File: src/wprs_pkg.sv
`timescale 1ns / 1ps
`default_nettype none

package wprs_pkg;

    // Frame geometry and counter sizing
    localparam int MAX_WIDTH    = 4096;
    localparam int COL_BITS     = $clog2(MAX_WIDTH);
    localparam int CFG_COL_BITS = 13;
    localparam int CMP_BITS     = (COL_BITS + 1 > CFG_COL_BITS) ? COL_BITS + 1 : CFG_COL_BITS;
    localparam int COUNT_BITS   = 24;
    localparam int OUT_COUNT_BITS = 24;
    localparam int SPEED_BITS   = 14;
    localparam int CMD_BITS     = 15;

    // Register map (index = paddr / 4)
    localparam int ADDR_BITS = 5;
    localparam logic [2:0] REG_IMAGE_WIDTH = 3'd0;
    localparam logic [2:0] REG_LEFT_BOUND  = 3'd1;
    localparam logic [2:0] REG_RIGHT_BOUND = 3'd2;
    localparam logic [2:0] REG_WHITE_LEVEL = 3'd3;
    localparam logic [2:0] REG_DRIVE_SPEED = 3'd4;
    localparam logic [2:0] REG_TURN_SPEED  = 3'd5;

    // Band codes
    localparam logic [1:0] BAND_LEFT   = 2'd0;
    localparam logic [1:0] BAND_MIDDLE = 2'd1;
    localparam logic [1:0] BAND_RIGHT  = 2'd2;

    // Direction codes
    localparam logic [1:0] DIR_LEFT    = 2'd0;
    localparam logic [1:0] DIR_FORWARD = 2'd1;
    localparam logic [1:0] DIR_RIGHT   = 2'd2;
    localparam logic [1:0] DIR_STOP    = 2'd3;

    // Queue sizing
    localparam int QUEUE_DEPTH = 4;
    localparam int QPTR_BITS   = $clog2(QUEUE_DEPTH);

    typedef struct packed {
        logic [CFG_COL_BITS-1:0] image_width;
        logic [CFG_COL_BITS-1:0] left_bound;
        logic [CFG_COL_BITS-1:0] right_bound;
        logic [7:0]              white_level;
        logic [SPEED_BITS-1:0]   drive_speed;
        logic [SPEED_BITS-1:0]   turn_speed;
    } cfg_t;

    // Classified pixel passed from front to back
    typedef struct packed {
        logic       white;
        logic [1:0] band;
        logic       last;
    } item_t;

endpackage

`default_nettype wire

File: src/wprs_if.sv
`timescale 1ns / 1ps
`default_nettype none

interface wprs_pixel_if;
    logic       valid;
    logic       ready;
    logic [7:0] red;
    logic [7:0] green;
    logic [7:0] blue;
    logic       frame_end;

    modport source (output valid, red, green, blue, frame_end, input ready);
    modport sink   (input valid, red, green, blue, frame_end, output ready);
endinterface

interface wprs_result_if;
    logic                     valid;
    logic                     ready;
    logic [1:0]               direction;
    logic signed [14:0]       linear_speed;
    logic signed [14:0]       angular_speed;
    logic [23:0]              left_count;
    logic [23:0]              middle_count;
    logic [23:0]              right_count;

    modport source (output valid, direction, linear_speed, angular_speed,
                    left_count, middle_count, right_count, input ready);
    modport sink   (input valid, direction, linear_speed, angular_speed,
                    left_count, middle_count, right_count, output ready);
endinterface

`default_nettype wire

File: src/wprs_front.sv
`timescale 1ns / 1ps
`default_nettype none

module wprs_front (
    input  wire logic             clk,
    input  wire logic             rst_n,
    wprs_pixel_if.sink            pix,
    input  wire wprs_pkg::cfg_t   cfg,
    output wprs_pkg::item_t       item,
    output logic                  item_valid,
    input  wire logic             item_ready
);

    logic [wprs_pkg::COL_BITS-1:0] column_reg;
    logic [wprs_pkg::COL_BITS-1:0] column_next;
    logic [wprs_pkg::CMP_BITS-1:0] col_wide;
    logic [wprs_pkg::CMP_BITS-1:0] col_inc;
    logic                          accept;

    // Pass transfers straight through to the queue
    assign pix.ready  = item_ready;
    assign item_valid = pix.valid;
    assign accept     = pix.valid && item_ready;

    assign col_wide = wprs_pkg::CMP_BITS'(column_reg);
    assign col_inc  = col_wide + wprs_pkg::CMP_BITS'(1);

    // Classify the pixel by level and column band
    always_comb
    begin
        item.white = (pix.red == cfg.white_level) && (pix.green == cfg.white_level)
                     && (pix.blue == cfg.white_level);
        item.last  = pix.frame_end;
        if (col_wide < wprs_pkg::CMP_BITS'(cfg.left_bound))
        begin
            item.band = wprs_pkg::BAND_LEFT;
        end
        else if (col_wide < wprs_pkg::CMP_BITS'(cfg.right_bound))
        begin
            item.band = wprs_pkg::BAND_MIDDLE;
        end
        else
        begin
            item.band = wprs_pkg::BAND_RIGHT;
        end
    end

    // Advance the column, wrap at the row end, restart at frame end
    always_comb
    begin
        column_next = column_reg;
        if (accept)
        begin
            if (pix.frame_end
                || col_inc >= wprs_pkg::CMP_BITS'(cfg.image_width)
                || col_inc >= wprs_pkg::CMP_BITS'(wprs_pkg::MAX_WIDTH))
            begin
                column_next = '0;
            end
            else
            begin
                column_next = col_inc[wprs_pkg::COL_BITS-1:0];
            end
        end
    end

    always_ff @(posedge clk or negedge rst_n)
    begin
        if (!rst_n)
        begin
            column_reg <= '0;
        end
        else
        begin
            column_reg <= column_next;
        end
    end

endmodule

`default_nettype wire

File: src/wprs_queue.sv
`timescale 1ns / 1ps
`default_nettype none

module wprs_queue (
    input  wire logic             clk,
    input  wire logic             rst_n,
    input  wire wprs_pkg::item_t  wr_item,
    input  wire logic             wr_valid,
    output logic                  wr_ready,
    output wprs_pkg::item_t       rd_item,
    output logic                  rd_valid,
    input  wire logic             rd_ready
);

    wprs_pkg::item_t                  slot_reg [wprs_pkg::QUEUE_DEPTH];
    logic [wprs_pkg::QPTR_BITS-1:0]   wr_ptr_reg;
    logic [wprs_pkg::QPTR_BITS-1:0]   rd_ptr_reg;
    logic [wprs_pkg::QPTR_BITS:0]     fill_reg;
    logic [wprs_pkg::QPTR_BITS:0]     fill_next;
    logic                             push;
    logic                             pop;

    assign wr_ready = (fill_reg != (wprs_pkg::QPTR_BITS+1)'(wprs_pkg::QUEUE_DEPTH));
    assign rd_valid = (fill_reg != '0);
    assign rd_item  = slot_reg[rd_ptr_reg];
    assign push     = wr_valid && wr_ready;
    assign pop      = rd_valid && rd_ready;

    always_comb
    begin
        fill_next = fill_reg;
        if (push && !pop)
        begin
            fill_next = fill_reg + 1'b1;
        end
        else if (pop && !push)
        begin
            fill_next = fill_reg - 1'b1;
        end
    end

    // Hold entries
    always_ff @(posedge clk)
    begin
        if (push)
        begin
            slot_reg[wr_ptr_reg] <= wr_item;
        end
    end

    // Advance pointers and fill level
    always_ff @(posedge clk or negedge rst_n)
    begin
        if (!rst_n)
        begin
            wr_ptr_reg <= '0;
            rd_ptr_reg <= '0;
            fill_reg   <= '0;
        end
        else
        begin
            if (push)
            begin
                wr_ptr_reg <= wr_ptr_reg + 1'b1;
            end
            if (pop)
            begin
                rd_ptr_reg <= rd_ptr_reg + 1'b1;
            end
            fill_reg <= fill_next;
        end
    end

endmodule

`default_nettype wire

File: src/wprs_back.sv
`timescale 1ns / 1ps
`default_nettype none

module wprs_back (
    input  wire logic             clk,
    input  wire logic             rst_n,
    input  wire wprs_pkg::item_t  item,
    input  wire logic             item_valid,
    output logic                  item_ready,
    input  wire wprs_pkg::cfg_t   cfg,
    wprs_result_if.source         res
);

    localparam logic [wprs_pkg::COUNT_BITS-1:0] COUNT_MAX = '1;

    logic [wprs_pkg::COUNT_BITS-1:0] count_reg  [3];
    logic [wprs_pkg::COUNT_BITS-1:0] count_next [3];
    logic [wprs_pkg::COUNT_BITS-1:0] count_inc  [3];
    logic [wprs_pkg::COUNT_BITS-1:0] snap_reg   [3];
    logic                            snap_valid_reg;
    logic                            out_valid_reg;
    logic [1:0]                      dir_reg;
    logic [1:0]                      pick;
    logic [wprs_pkg::COUNT_BITS-1:0] best_lm;
    logic [1:0]                      pick_lm;
    logic [wprs_pkg::CMD_BITS-1:0]   lin_reg;
    logic [wprs_pkg::CMD_BITS-1:0]   ang_reg;
    logic [wprs_pkg::CMD_BITS-1:0]   lin_val;
    logic [wprs_pkg::CMD_BITS-1:0]   ang_val;
    logic [wprs_pkg::CMD_BITS-1:0]   turn_wide;
    logic [wprs_pkg::COUNT_BITS-1:0] out_count_reg [3];
    logic                            out_free;
    logic                            snap_adv;
    logic                            pop;

    // Result stage drains into the output register
    assign out_free   = !out_valid_reg || res.ready;
    assign snap_adv   = snap_valid_reg && out_free;
    assign item_ready = !item.last || !snap_valid_reg || snap_adv;
    assign pop        = item_valid && item_ready;

    // Update the saturating band counts
    always_comb
    begin
        for (int i = 0; i < 3; i++)
        begin
            count_inc[i] = count_reg[i];
            if (item.white && (item.band == 2'(i)) && (count_reg[i] != COUNT_MAX))
            begin
                count_inc[i] = count_reg[i] + 1'b1;
            end
            count_next[i] = count_reg[i];
            if (pop)
            begin
                count_next[i] = item.last ? '0 : count_inc[i];
            end
        end
    end

    always_ff @(posedge clk or negedge rst_n)
    begin
        if (!rst_n)
        begin
            for (int i = 0; i < 3; i++)
            begin
                count_reg[i] <= '0;
            end
        end
        else
        begin
            for (int i = 0; i < 3; i++)
            begin
                count_reg[i] <= count_next[i];
            end
        end
    end

    // Capture the frame's final counts
    always_ff @(posedge clk)
    begin
        if (pop && item.last)
        begin
            for (int i = 0; i < 3; i++)
            begin
                snap_reg[i] <= count_inc[i];
            end
        end
    end

    always_ff @(posedge clk or negedge rst_n)
    begin
        if (!rst_n)
        begin
            snap_valid_reg <= 1'b0;
        end
        else if (pop && item.last)
        begin
            snap_valid_reg <= 1'b1;
        end
        else if (snap_adv)
        begin
            snap_valid_reg <= 1'b0;
        end
    end

    // Vote: strictly greatest band wins, earlier band on a tie, stop if none
    always_comb
    begin
        if (snap_reg[1] > snap_reg[0])
        begin
            pick_lm = wprs_pkg::DIR_FORWARD;
            best_lm = snap_reg[1];
        end
        else
        begin
            pick_lm = (snap_reg[0] != '0) ? wprs_pkg::DIR_LEFT : wprs_pkg::DIR_STOP;
            best_lm = snap_reg[0];
        end
        pick = (snap_reg[2] > best_lm) ? wprs_pkg::DIR_RIGHT : pick_lm;
    end

    // Map the direction to speed commands
    assign turn_wide = wprs_pkg::CMD_BITS'(cfg.turn_speed);
    always_comb
    begin
        lin_val = wprs_pkg::CMD_BITS'(cfg.drive_speed);
        ang_val = '0;
        unique case (pick)
            wprs_pkg::DIR_LEFT:
            begin
                ang_val = turn_wide;
            end
            wprs_pkg::DIR_FORWARD:
            begin
                ang_val = '0;
            end
            wprs_pkg::DIR_RIGHT:
            begin
                ang_val = '0 - turn_wide;
            end
            default:
            begin
                lin_val = '0;
            end
        endcase
    end

    // Hold the result until the transfer completes
    always_ff @(posedge clk)
    begin
        if (snap_adv)
        begin
            dir_reg <= pick;
            lin_reg <= lin_val;
            ang_reg <= ang_val;
            for (int i = 0; i < 3; i++)
            begin
                out_count_reg[i] <= snap_reg[i];
            end
        end
    end

    always_ff @(posedge clk or negedge rst_n)
    begin
        if (!rst_n)
        begin
            out_valid_reg <= 1'b0;
        end
        else if (snap_adv)
        begin
            out_valid_reg <= 1'b1;
        end
        else if (res.ready)
        begin
            out_valid_reg <= 1'b0;
        end
    end

    assign res.valid         = out_valid_reg;
    assign res.direction     = dir_reg;
    assign res.linear_speed  = lin_reg;
    assign res.angular_speed = ang_reg;
    assign res.left_count    = wprs_pkg::OUT_COUNT_BITS'(out_count_reg[0]);
    assign res.middle_count  = wprs_pkg::OUT_COUNT_BITS'(out_count_reg[1]);
    assign res.right_count   = wprs_pkg::OUT_COUNT_BITS'(out_count_reg[2]);

endmodule

`default_nettype wire

File: src/white_pixel_region_steering.sv
`timescale 1ns / 1ps
`default_nettype none

// Three-band white pixel steering vote. Pixels stream in raster order on pix, one
// per clock at full rate; a pixel whose red, green and blue all equal white_level
// counts toward the left, middle or right band of its column (columns wrap at
// image_width, or at 4096 if less). On the pixel flagged frame_end, after counting
// it, one result is sent on res: the band with the strictly greatest count (earlier
// band on a tie, stop when no white pixel was seen), signed Q1.14 linear and
// angular speeds and the three saturating counts; counts and column then restart.
// A pixel is classified on entry, held in a four-entry queue and counted as it
// leaves; a frame's result goes through the snapshot and output registers to res.
// While a result waits on res, the next frame's result waits in a second stage;
// the queue stops draining only when a later frame's last pixel reaches its head
// with both stages full, and pixel intake stalls once the queue has filled behind
// that pixel. Registers sit at byte addresses 4*index on the APB port; the user
// must write them only while no frame is in flight; the block does not enforce it.
module white_pixel_region_steering (
    input  wire logic                           clk,
    input  wire logic                           rst_n,
    wprs_pixel_if.sink                          pix,
    wprs_result_if.source                       res,
    input  wire logic                           psel,
    input  wire logic                           penable,
    input  wire logic                           pwrite,
    input  wire logic [wprs_pkg::ADDR_BITS-1:0] paddr,
    input  wire logic [31:0]                    pwdata,
    output logic [31:0]                         prdata,
    output logic                                pready
);

    wprs_pkg::cfg_t  cfg_reg;
    wprs_pkg::item_t front_item;
    wprs_pkg::item_t back_item;
    logic            front_valid;
    logic            front_ready;
    logic            back_valid;
    logic            back_ready;
    logic            wr_en;
    logic [2:0]      reg_sel;

    assign pready  = 1'b1;
    assign wr_en   = psel && penable && pwrite;
    assign reg_sel = paddr[4:2];

    // Write configuration registers
    always_ff @(posedge clk or negedge rst_n)
    begin
        if (!rst_n)
        begin
            cfg_reg.image_width <= 13'd640;
            cfg_reg.left_bound  <= 13'd213;
            cfg_reg.right_bound <= 13'd426;
            cfg_reg.white_level <= 8'd255;
            cfg_reg.drive_speed <= 14'd4915;
            cfg_reg.turn_speed  <= 14'd4915;
        end
        else if (wr_en)
        begin
            unique case (reg_sel)
                wprs_pkg::REG_IMAGE_WIDTH: cfg_reg.image_width <= pwdata[12:0];
                wprs_pkg::REG_LEFT_BOUND:  cfg_reg.left_bound  <= pwdata[12:0];
                wprs_pkg::REG_RIGHT_BOUND: cfg_reg.right_bound <= pwdata[12:0];
                wprs_pkg::REG_WHITE_LEVEL: cfg_reg.white_level <= pwdata[7:0];
                wprs_pkg::REG_DRIVE_SPEED: cfg_reg.drive_speed <= pwdata[13:0];
                wprs_pkg::REG_TURN_SPEED:  cfg_reg.turn_speed  <= pwdata[13:0];
                default:
                begin
                end
            endcase
        end
    end

    // Read back configuration registers
    always_comb
    begin
        unique case (reg_sel)
            wprs_pkg::REG_IMAGE_WIDTH: prdata = 32'(cfg_reg.image_width);
            wprs_pkg::REG_LEFT_BOUND:  prdata = 32'(cfg_reg.left_bound);
            wprs_pkg::REG_RIGHT_BOUND: prdata = 32'(cfg_reg.right_bound);
            wprs_pkg::REG_WHITE_LEVEL: prdata = 32'(cfg_reg.white_level);
            wprs_pkg::REG_DRIVE_SPEED: prdata = 32'(cfg_reg.drive_speed);
            wprs_pkg::REG_TURN_SPEED:  prdata = 32'(cfg_reg.turn_speed);
            default:                   prdata = '0;
        endcase
    end

    wprs_front u_front (
        .clk        (clk),
        .rst_n      (rst_n),
        .pix        (pix),
        .cfg        (cfg_reg),
        .item       (front_item),
        .item_valid (front_valid),
        .item_ready (front_ready)
    );

    wprs_queue u_queue (
        .clk      (clk),
        .rst_n    (rst_n),
        .wr_item  (front_item),
        .wr_valid (front_valid),
        .wr_ready (front_ready),
        .rd_item  (back_item),
        .rd_valid (back_valid),
        .rd_ready (back_ready)
    );

    wprs_back u_back (
        .clk        (clk),
        .rst_n      (rst_n),
        .item       (back_item),
        .item_valid (back_valid),
        .item_ready (back_ready),
        .cfg        (cfg_reg),
        .res        (res)
    );

endmodule

`default_nettype wire
File: src/flat_wrapper.sv
// flat-port wrapper written by rule: the top's interface ports become plain ports
module white_pixel_region_steering_flat 
  (clk, rst_n, psel, penable, pwrite, paddr, pwdata, prdata, pready, pix_valid, pix_red, pix_green, pix_blue, pix_frame_end, pix_ready, res_valid, res_direction, res_linear_speed, res_angular_speed, res_left_count, res_middle_count, res_right_count, res_ready);
  wprs_pixel_if pix_i ();
  wprs_result_if res_i ();
  input  wire logic clk;
  input  wire logic rst_n;
  input  wire logic psel;
  input  wire logic penable;
  input  wire logic pwrite;
  input  wire logic [wprs_pkg::ADDR_BITS-1:0] paddr;
  input  wire logic [31:0] pwdata;
  output logic [31:0] prdata;
  output logic pready;
  input wire logic [$bits(pix_i.valid)-1:0] pix_valid;
  input wire logic [$bits(pix_i.red)-1:0] pix_red;
  input wire logic [$bits(pix_i.green)-1:0] pix_green;
  input wire logic [$bits(pix_i.blue)-1:0] pix_blue;
  input wire logic [$bits(pix_i.frame_end)-1:0] pix_frame_end;
  output wire logic [$bits(pix_i.ready)-1:0] pix_ready;
  output wire logic [$bits(res_i.valid)-1:0] res_valid;
  output wire logic [$bits(res_i.direction)-1:0] res_direction;
  output wire logic [$bits(res_i.linear_speed)-1:0] res_linear_speed;
  output wire logic [$bits(res_i.angular_speed)-1:0] res_angular_speed;
  output wire logic [$bits(res_i.left_count)-1:0] res_left_count;
  output wire logic [$bits(res_i.middle_count)-1:0] res_middle_count;
  output wire logic [$bits(res_i.right_count)-1:0] res_right_count;
  input wire logic [$bits(res_i.ready)-1:0] res_ready;
  assign pix_i.valid = pix_valid;
  assign pix_i.red = pix_red;
  assign pix_i.green = pix_green;
  assign pix_i.blue = pix_blue;
  assign pix_i.frame_end = pix_frame_end;
  assign pix_ready = pix_i.ready;
  assign res_valid = res_i.valid;
  assign res_direction = res_i.direction;
  assign res_linear_speed = res_i.linear_speed;
  assign res_angular_speed = res_i.angular_speed;
  assign res_left_count = res_i.left_count;
  assign res_middle_count = res_i.middle_count;
  assign res_right_count = res_i.right_count;
  assign res_i.ready = res_ready;
  white_pixel_region_steering u_core (.clk(clk), .rst_n(rst_n), .pix(pix_i), .res(res_i), .psel(psel), .penable(penable), .pwrite(pwrite), .paddr(paddr), .pwdata(pwdata), .prdata(prdata), .pready(pready));
endmodule
File: config.mk
export PLATFORM = sky130hd
export DESIGN_NAME = white_pixel_region_steering_flat
export DESIGN_NICKNAME = d
export VERILOG_FILES = /design/src/wprs_pkg.sv /design/src/wprs_if.sv /design/src/wprs_front.sv /design/src/wprs_queue.sv /design/src/wprs_back.sv /design/src/white_pixel_region_steering.sv /design/src/flat_wrapper.sv
export SDC_FILE = /design/constraint.sdc
export NUM_CORES = 1
export LEC_CHECK = 0
export BUFFER_PORTS_ARGS = -buffer_cell sky130_fd_sc_hd__buf_4
export CAP_MARGIN = 20
export CORE_MARGIN = 2
export CORE_UTILIZATION = 59
export DETAILED_ROUTE_END_ITERATION = 6
export GPL_TIMING_DRIVEN = 0
export PLACE_DENSITY = 0.8
export SYNTH_ARGS = -nofsm -noshare
export SYNTH_HDL_FRONTEND = slang
export SYNTH_SLANG_ARGS = --single-unit
File: constraint.sdc
create_clock -name clk -period 7.25 [get_ports clk]
set_input_delay 1.45 -clock clk [delete_from_list [all_inputs] [get_ports clk]]
set_output_delay 1.45 -clock clk [all_outputs]
set_load 0.1 [all_outputs]
# Word-level counts from Yosys, hierarchy flattened
# Memories as Yosys holds them, arrays and structs flattened.
# Cells that the tools add are included.
# totals
out_inout_bits	139
mem_bits_rw	160
ff_bits	200
memories	3
input_bits	69
word_cells	121
# memory_table
memory	words	width	read_ports	rd_ports_with_merged_regs	wr	line_no	rtl
u_core.u_back.out_count_reg	3	24	3	0	3	wprs_back.sv:31	logic [wprs_pkg::COUNT_BITS-1:0] out_count_reg [3];
u_core.u_back.snap_reg	3	24	3	0	3	wprs_back.sv:19	logic [wprs_pkg::COUNT_BITS-1:0] snap_reg [3];
u_core.u_queue.slot_reg	4	4	1	0	1	wprs_queue.sv:15	wprs_pkg::item_t slot_reg [wprs_pkg::QUEUE_DEPTH];
# op_classes
n_mux	27
n_reduce_logical	41
addsub	9
order_cmp	6
n_eq_ne	16
# ops
operator	count
$mux W24	7
$pmux W14 S6	1
$add A24 B1 Y24 const B	3
$ne A24 B24 Y1 const B	3
$gt A24 B24 Y1	2
$pmux W15 S2	1
$lt A12 B13 Y1	2
$eq A8 B8 Y1	3
$reduce_bool A24 Y1	1
$logic_and A1 B1 Y1	16
$sub A1 B14 Y15 const A	1
$add A12 B1 Y13 const B	1
$ge A13 B13 Y1	1
$ge A13 B13 Y1 const B	1
$mux W12	1
$reduce_and A2 Y1	6
$mux W1	10
$mux W2	5
$eq A3 B2 Y1 const B	2
$eq A3 B3 Y1 const B	2
$mux W3	2
$reduce_bool A2 Y1	3
$logic_not A1 Y1	5
$logic_or A1 B1 Y1	5
11 further kinds	15

# Longest topological paths before layout
# depth
ltp_word	8
depth_mapped	20
ltp_nobuf	17

# Cells and area by module
# A second synthesis with hierarchy kept.
# hier_totals
hier_cells	1589
area_unflattened_um2	18900.6
# modules_own_cells
module	n_inst	cells_each	area_per_inst_um2	seq_area_each_um2
wprs_back	1	1044	12197.9	7106.8
white_pixel_region_steering	1	267	3862.5	1919.3
wprs_front	1	222	1830.5	300.3
wprs_queue	1	56	1009.7	655.6

# Worst setup path after synthesis
# No wires, ideal clock.
# synth_timing
path_kind	input to register
start	in res_ready
end	mem u_core.u_back.out_count_reg[0][0] in the netlist's numbering, enable pin
arrival_time_ns	6.086
setup_slack_ns	0.586
path_stages	2
path_buffers	0
setup_ns	0.578
cell_sequence	nor2b_1 nor2b_1
# synth_rtl
element	line_no	rtl
from (decl)	flat_wrapper.sv:28	input wire logic [$bits(res_i.ready)-1:0] res_ready;
to (decl)	wprs_back.sv:31	

==> impl_metrics.env <==
export IMPL_critPathTopFamily="simple AND/OR/NAND/NOR gates"
export IMPL_antenna_cells_inserted=0
export IMPL_yosys_area_top_type="edfxtp_1"
export IMPL_cp_num_buf_inv=4
export IMPL_die_height_um=181
export IMPL_critical_path_required_ps=7530
export IMPL_met3_wirelength_mm=3.96
export IMPL_hold_start="u_core.u_back.snap_reg[0][59]"
export IMPL_rsz0062_at_grt="false"
export IMPL_synthDistinctLibCells=77
export IMPL_drive_gt1_frac=0.218
export IMPL_timing_final_setup_violations=0
export IMPL_post_cts_resized_instances=0
export IMPL_die_area_mm2=0.0328
export IMPL_initial_utilization=0.601
export IMPL_ys_seq_area_frac=0.540
export IMPL_route_met2_wl_mm=22.9
export IMPL_worst_skew_pair_late_latency_ps=530
export IMPL_grt_antenna_before_repair=0
export IMPL_slew_viol_final=0
export IMPL_post_cts_repair_setup_buffers=0
export IMPL_layout_nets=1979
export IMPL_wl_met1_mm=19.5
export IMPL_hp_class="reg -> reg"
export IMPL_io_buffers=166
export IMPL_synth_top_cells_by_area="edfxtp_1 (31%), dfrtp_1 (18%), ha_1 (6.3%)"
export IMPL_avgViaCountPerCell=6.23
export IMPL_worstSetupEndpointType="register"
export IMPL_final_hold_violation_count=0
export IMPL_timing_critical_path_arrival_ps=6640
export IMPL_globalplace_congestion=0.928
export IMPL_largest_register_ffs=75
export IMPL_floorplan_core_area_mm2=0.0307
export IMPL_postSynthRegisterBits=359
export IMPL_die_x_um=181
export IMPL_critical_path_cell_chain="inv_1 -> ha_1 -> nand4_1 -> nor4_1 -> a222oi_1 -> or3b_2 -> o21ai_1 -> buf_2 -> buf_2 -> mux2i_1 -> ha_1 -> nand4_1 -> nor4_1 -> nand3_1 -> nor3_1 -> a41o_1 -> nand3_1 -> clkbuf_1 -> and2_1"
export IMPL_detailroute_via_count=14000
export IMPL_cts_path_max_buffers=3
export IMPL_grt_first_pass_wirelength_mm=75.3
export IMPL_cts_tree="built"
export IMPL_drv_max_cap_violation_count=0
export IMPL_cts_root_buffer="clkbuf_16"
export IMPL_dr_max_layer_used="met4"
export IMPL_max_freq_ghz=0.157
export IMPL_minimum_period_implied_by_the_final_worst_setup_slack_ps=6360
export IMPL_regToRegEndpoint="u_core.u_back.res.linear_speed[6]"
export IMPL_grt_pass1_vias=13500
export IMPL_setup_reg_to_reg_worst_slack_ps=890
export IMPL_timing_critical_path_slowest_stage_cell="nor4_1"
export IMPL_ioPinCount=208
export IMPL_route_final_wire_length_mm=48.0
export IMPL_max_slew_margin=0.336
export IMPL_numClockSinks=359
export IMPL_drt_iter0_drc=1351
export IMPL_area_growth_synth_to_final_pct=17.0
export IMPL_clk_pin_slew_ps=60
export IMPL_post_synth_inst_count=1587
export IMPL_clock_skew_final_ps=26.1
export IMPL_synth_enable_flop_cells=191
export IMPL_grt_remaining_overflow=0
export IMPL_yosysWarningCount=0
export IMPL_timing_hold_worst_endpoint="u_core.u_back.out_count_reg[0][59]"
export IMPL_synth_async_reset_ratio=0.468
export IMPL_yosysMostFrequentCell="edfxtp_1"
export IMPL_number_of_standard_cell_rows_in_the_floorplan=64
export IMPL_run_status="completed"
export IMPL_ant_nets=0
export IMPL_track_usage=0.294
export IMPL_critical_path_max_fanout=10
export IMPL_post_synth_cell_area_avg_um2=11.7
export IMPL_num_cts_buffers=38
export IMPL_postCtsHoldBufs=0
export IMPL_synth_area_mm2=0.0185
export IMPL_final_core_util=0.704
export IMPL_grt_max_degree=95
export IMPL_htreeDepth=2
export IMPL_crit_path_max_incr_delay_ps=790
export IMPL_dr_pass1_iters=5
export IMPL_worst_r2r_startpoint="u_core.u_back.snap_reg[0][19]"
export IMPL_drcViolationCount=0
export IMPL_hold_depth=0
export IMPL_critPathLaunchType="register"
export IMPL_synthFlopType="edfxtp_1"
export IMPL_synth_top_cells_by_count="edfxtp_1 (191), dfrtp_1 (134), nand2_1 (132)"
export IMPL_worst_setup_path_type="reg -> reg"
export IMPL_avgRoutedWirePerCell_um=21.4
export IMPL_fill_cells=2137
export IMPL_final_min_period_over_clock_period=0.877
export IMPL_hpwl_mm=35.1
export IMPL_worst_r2r_cell_count=19
export IMPL_synth_top_cell_area_share=0.310
export IMPL_worstMarginPinSlew_ps=994
==> metal layers <==
metal  up-vias  GRT usage
met5         -          0
met4         0      0.101
met3       104     0.0466
met2       653      0.485
met1      6908      0.401
li1       6307          -
==> cells in the final DEF, fill, tap and decap left out, drive strengths merged, types with 34 or more instances in the layout <==
master,synthesis,layout
buf,46,217
edfxtp,191,191
dfrtp,134,134
nand2,134,134
o21ai,99,99
ha,93,93
clkbuf,39,89
inv,78,79
mux2,67,67
a21oi,65,65
nor2,58,58
nand3,56,56
xnor2,54,54
a31oi,44,44
and3,41,41
xor2,37,37
mux2i,34,34
dfstp,34,34
==> worst max path at each step <==
stage                                        from                             endpoint  slack (ps)  cells after the start
finish              u_core.u_back.snap_reg[0][19]    u_core.u_back.res.linear_speed[6]         890                     19
floorplan                               res_ready    u_core.u_back.out_count_reg[0][0]         590                      2
global placement                        res_ready   u_core.u_back.out_count_reg[0][48]       -1090                      3
global route        u_core.u_back.snap_reg[0][22]   u_core.u_back.res.angular_speed[2]         670                     19
detailed placement  u_core.u_back.snap_reg[0][19]  u_core.u_back.res.angular_speed[12]        1010                     19
CTS                 u_core.u_back.snap_reg[0][19]  u_core.u_back.res.angular_speed[12]        1010                     19
==> logic make-up after synthesis <==
| family | Yosys count | synth area share |
|---|---|---|
| buffers and inverters | 163 | 0.0407 |
| adder cells (fa/ha/maj) | 94 | 0.0640 |
| AO/OA/AOI/OAI | 324 | 0.112 |
| AND/OR/NAND/NOR | 447 | 0.133 |
| XOR/XNOR | 91 | 0.0431 |
| multiplexers | 107 | 0.0665 |
| flip-flops | 359 | 0.540 |
| other | 2 | 0.000406 |
==> final cells by class <==
type                       instances  area [µm²]  area share
sequential                       359        9980       0.461
multi-input combinational       1083        7830       0.362
clock buffer                      50        1020      0.0470
clock inverter                    19         205     0.00948
tap                              396         495      0.0229
inverter                          78         293      0.0135
buffer                            85         459      0.0212
timing repair buffer             171        1350      0.0626
==> per-stage QoR <==
stage	instances	hold WS [ps]	setup slack [ps]	setup TNS [ps]	area, µm²
4_1_cts	2240	462	1010	0	21600
2_1_floorplan	1605	426	586	0	18600
5_1_grt	2241	475	669	0	21600
3_5_place_dp	2171	446	1010	0	20400
6_report	2241	461	889	0	21600
3_3_place_gp	2167	436	-1090	-110410	20300
Power is left out: the tool's default activity adds up to more than one toggle a clock period on the data nets, which glitch-free logic cannot reach.
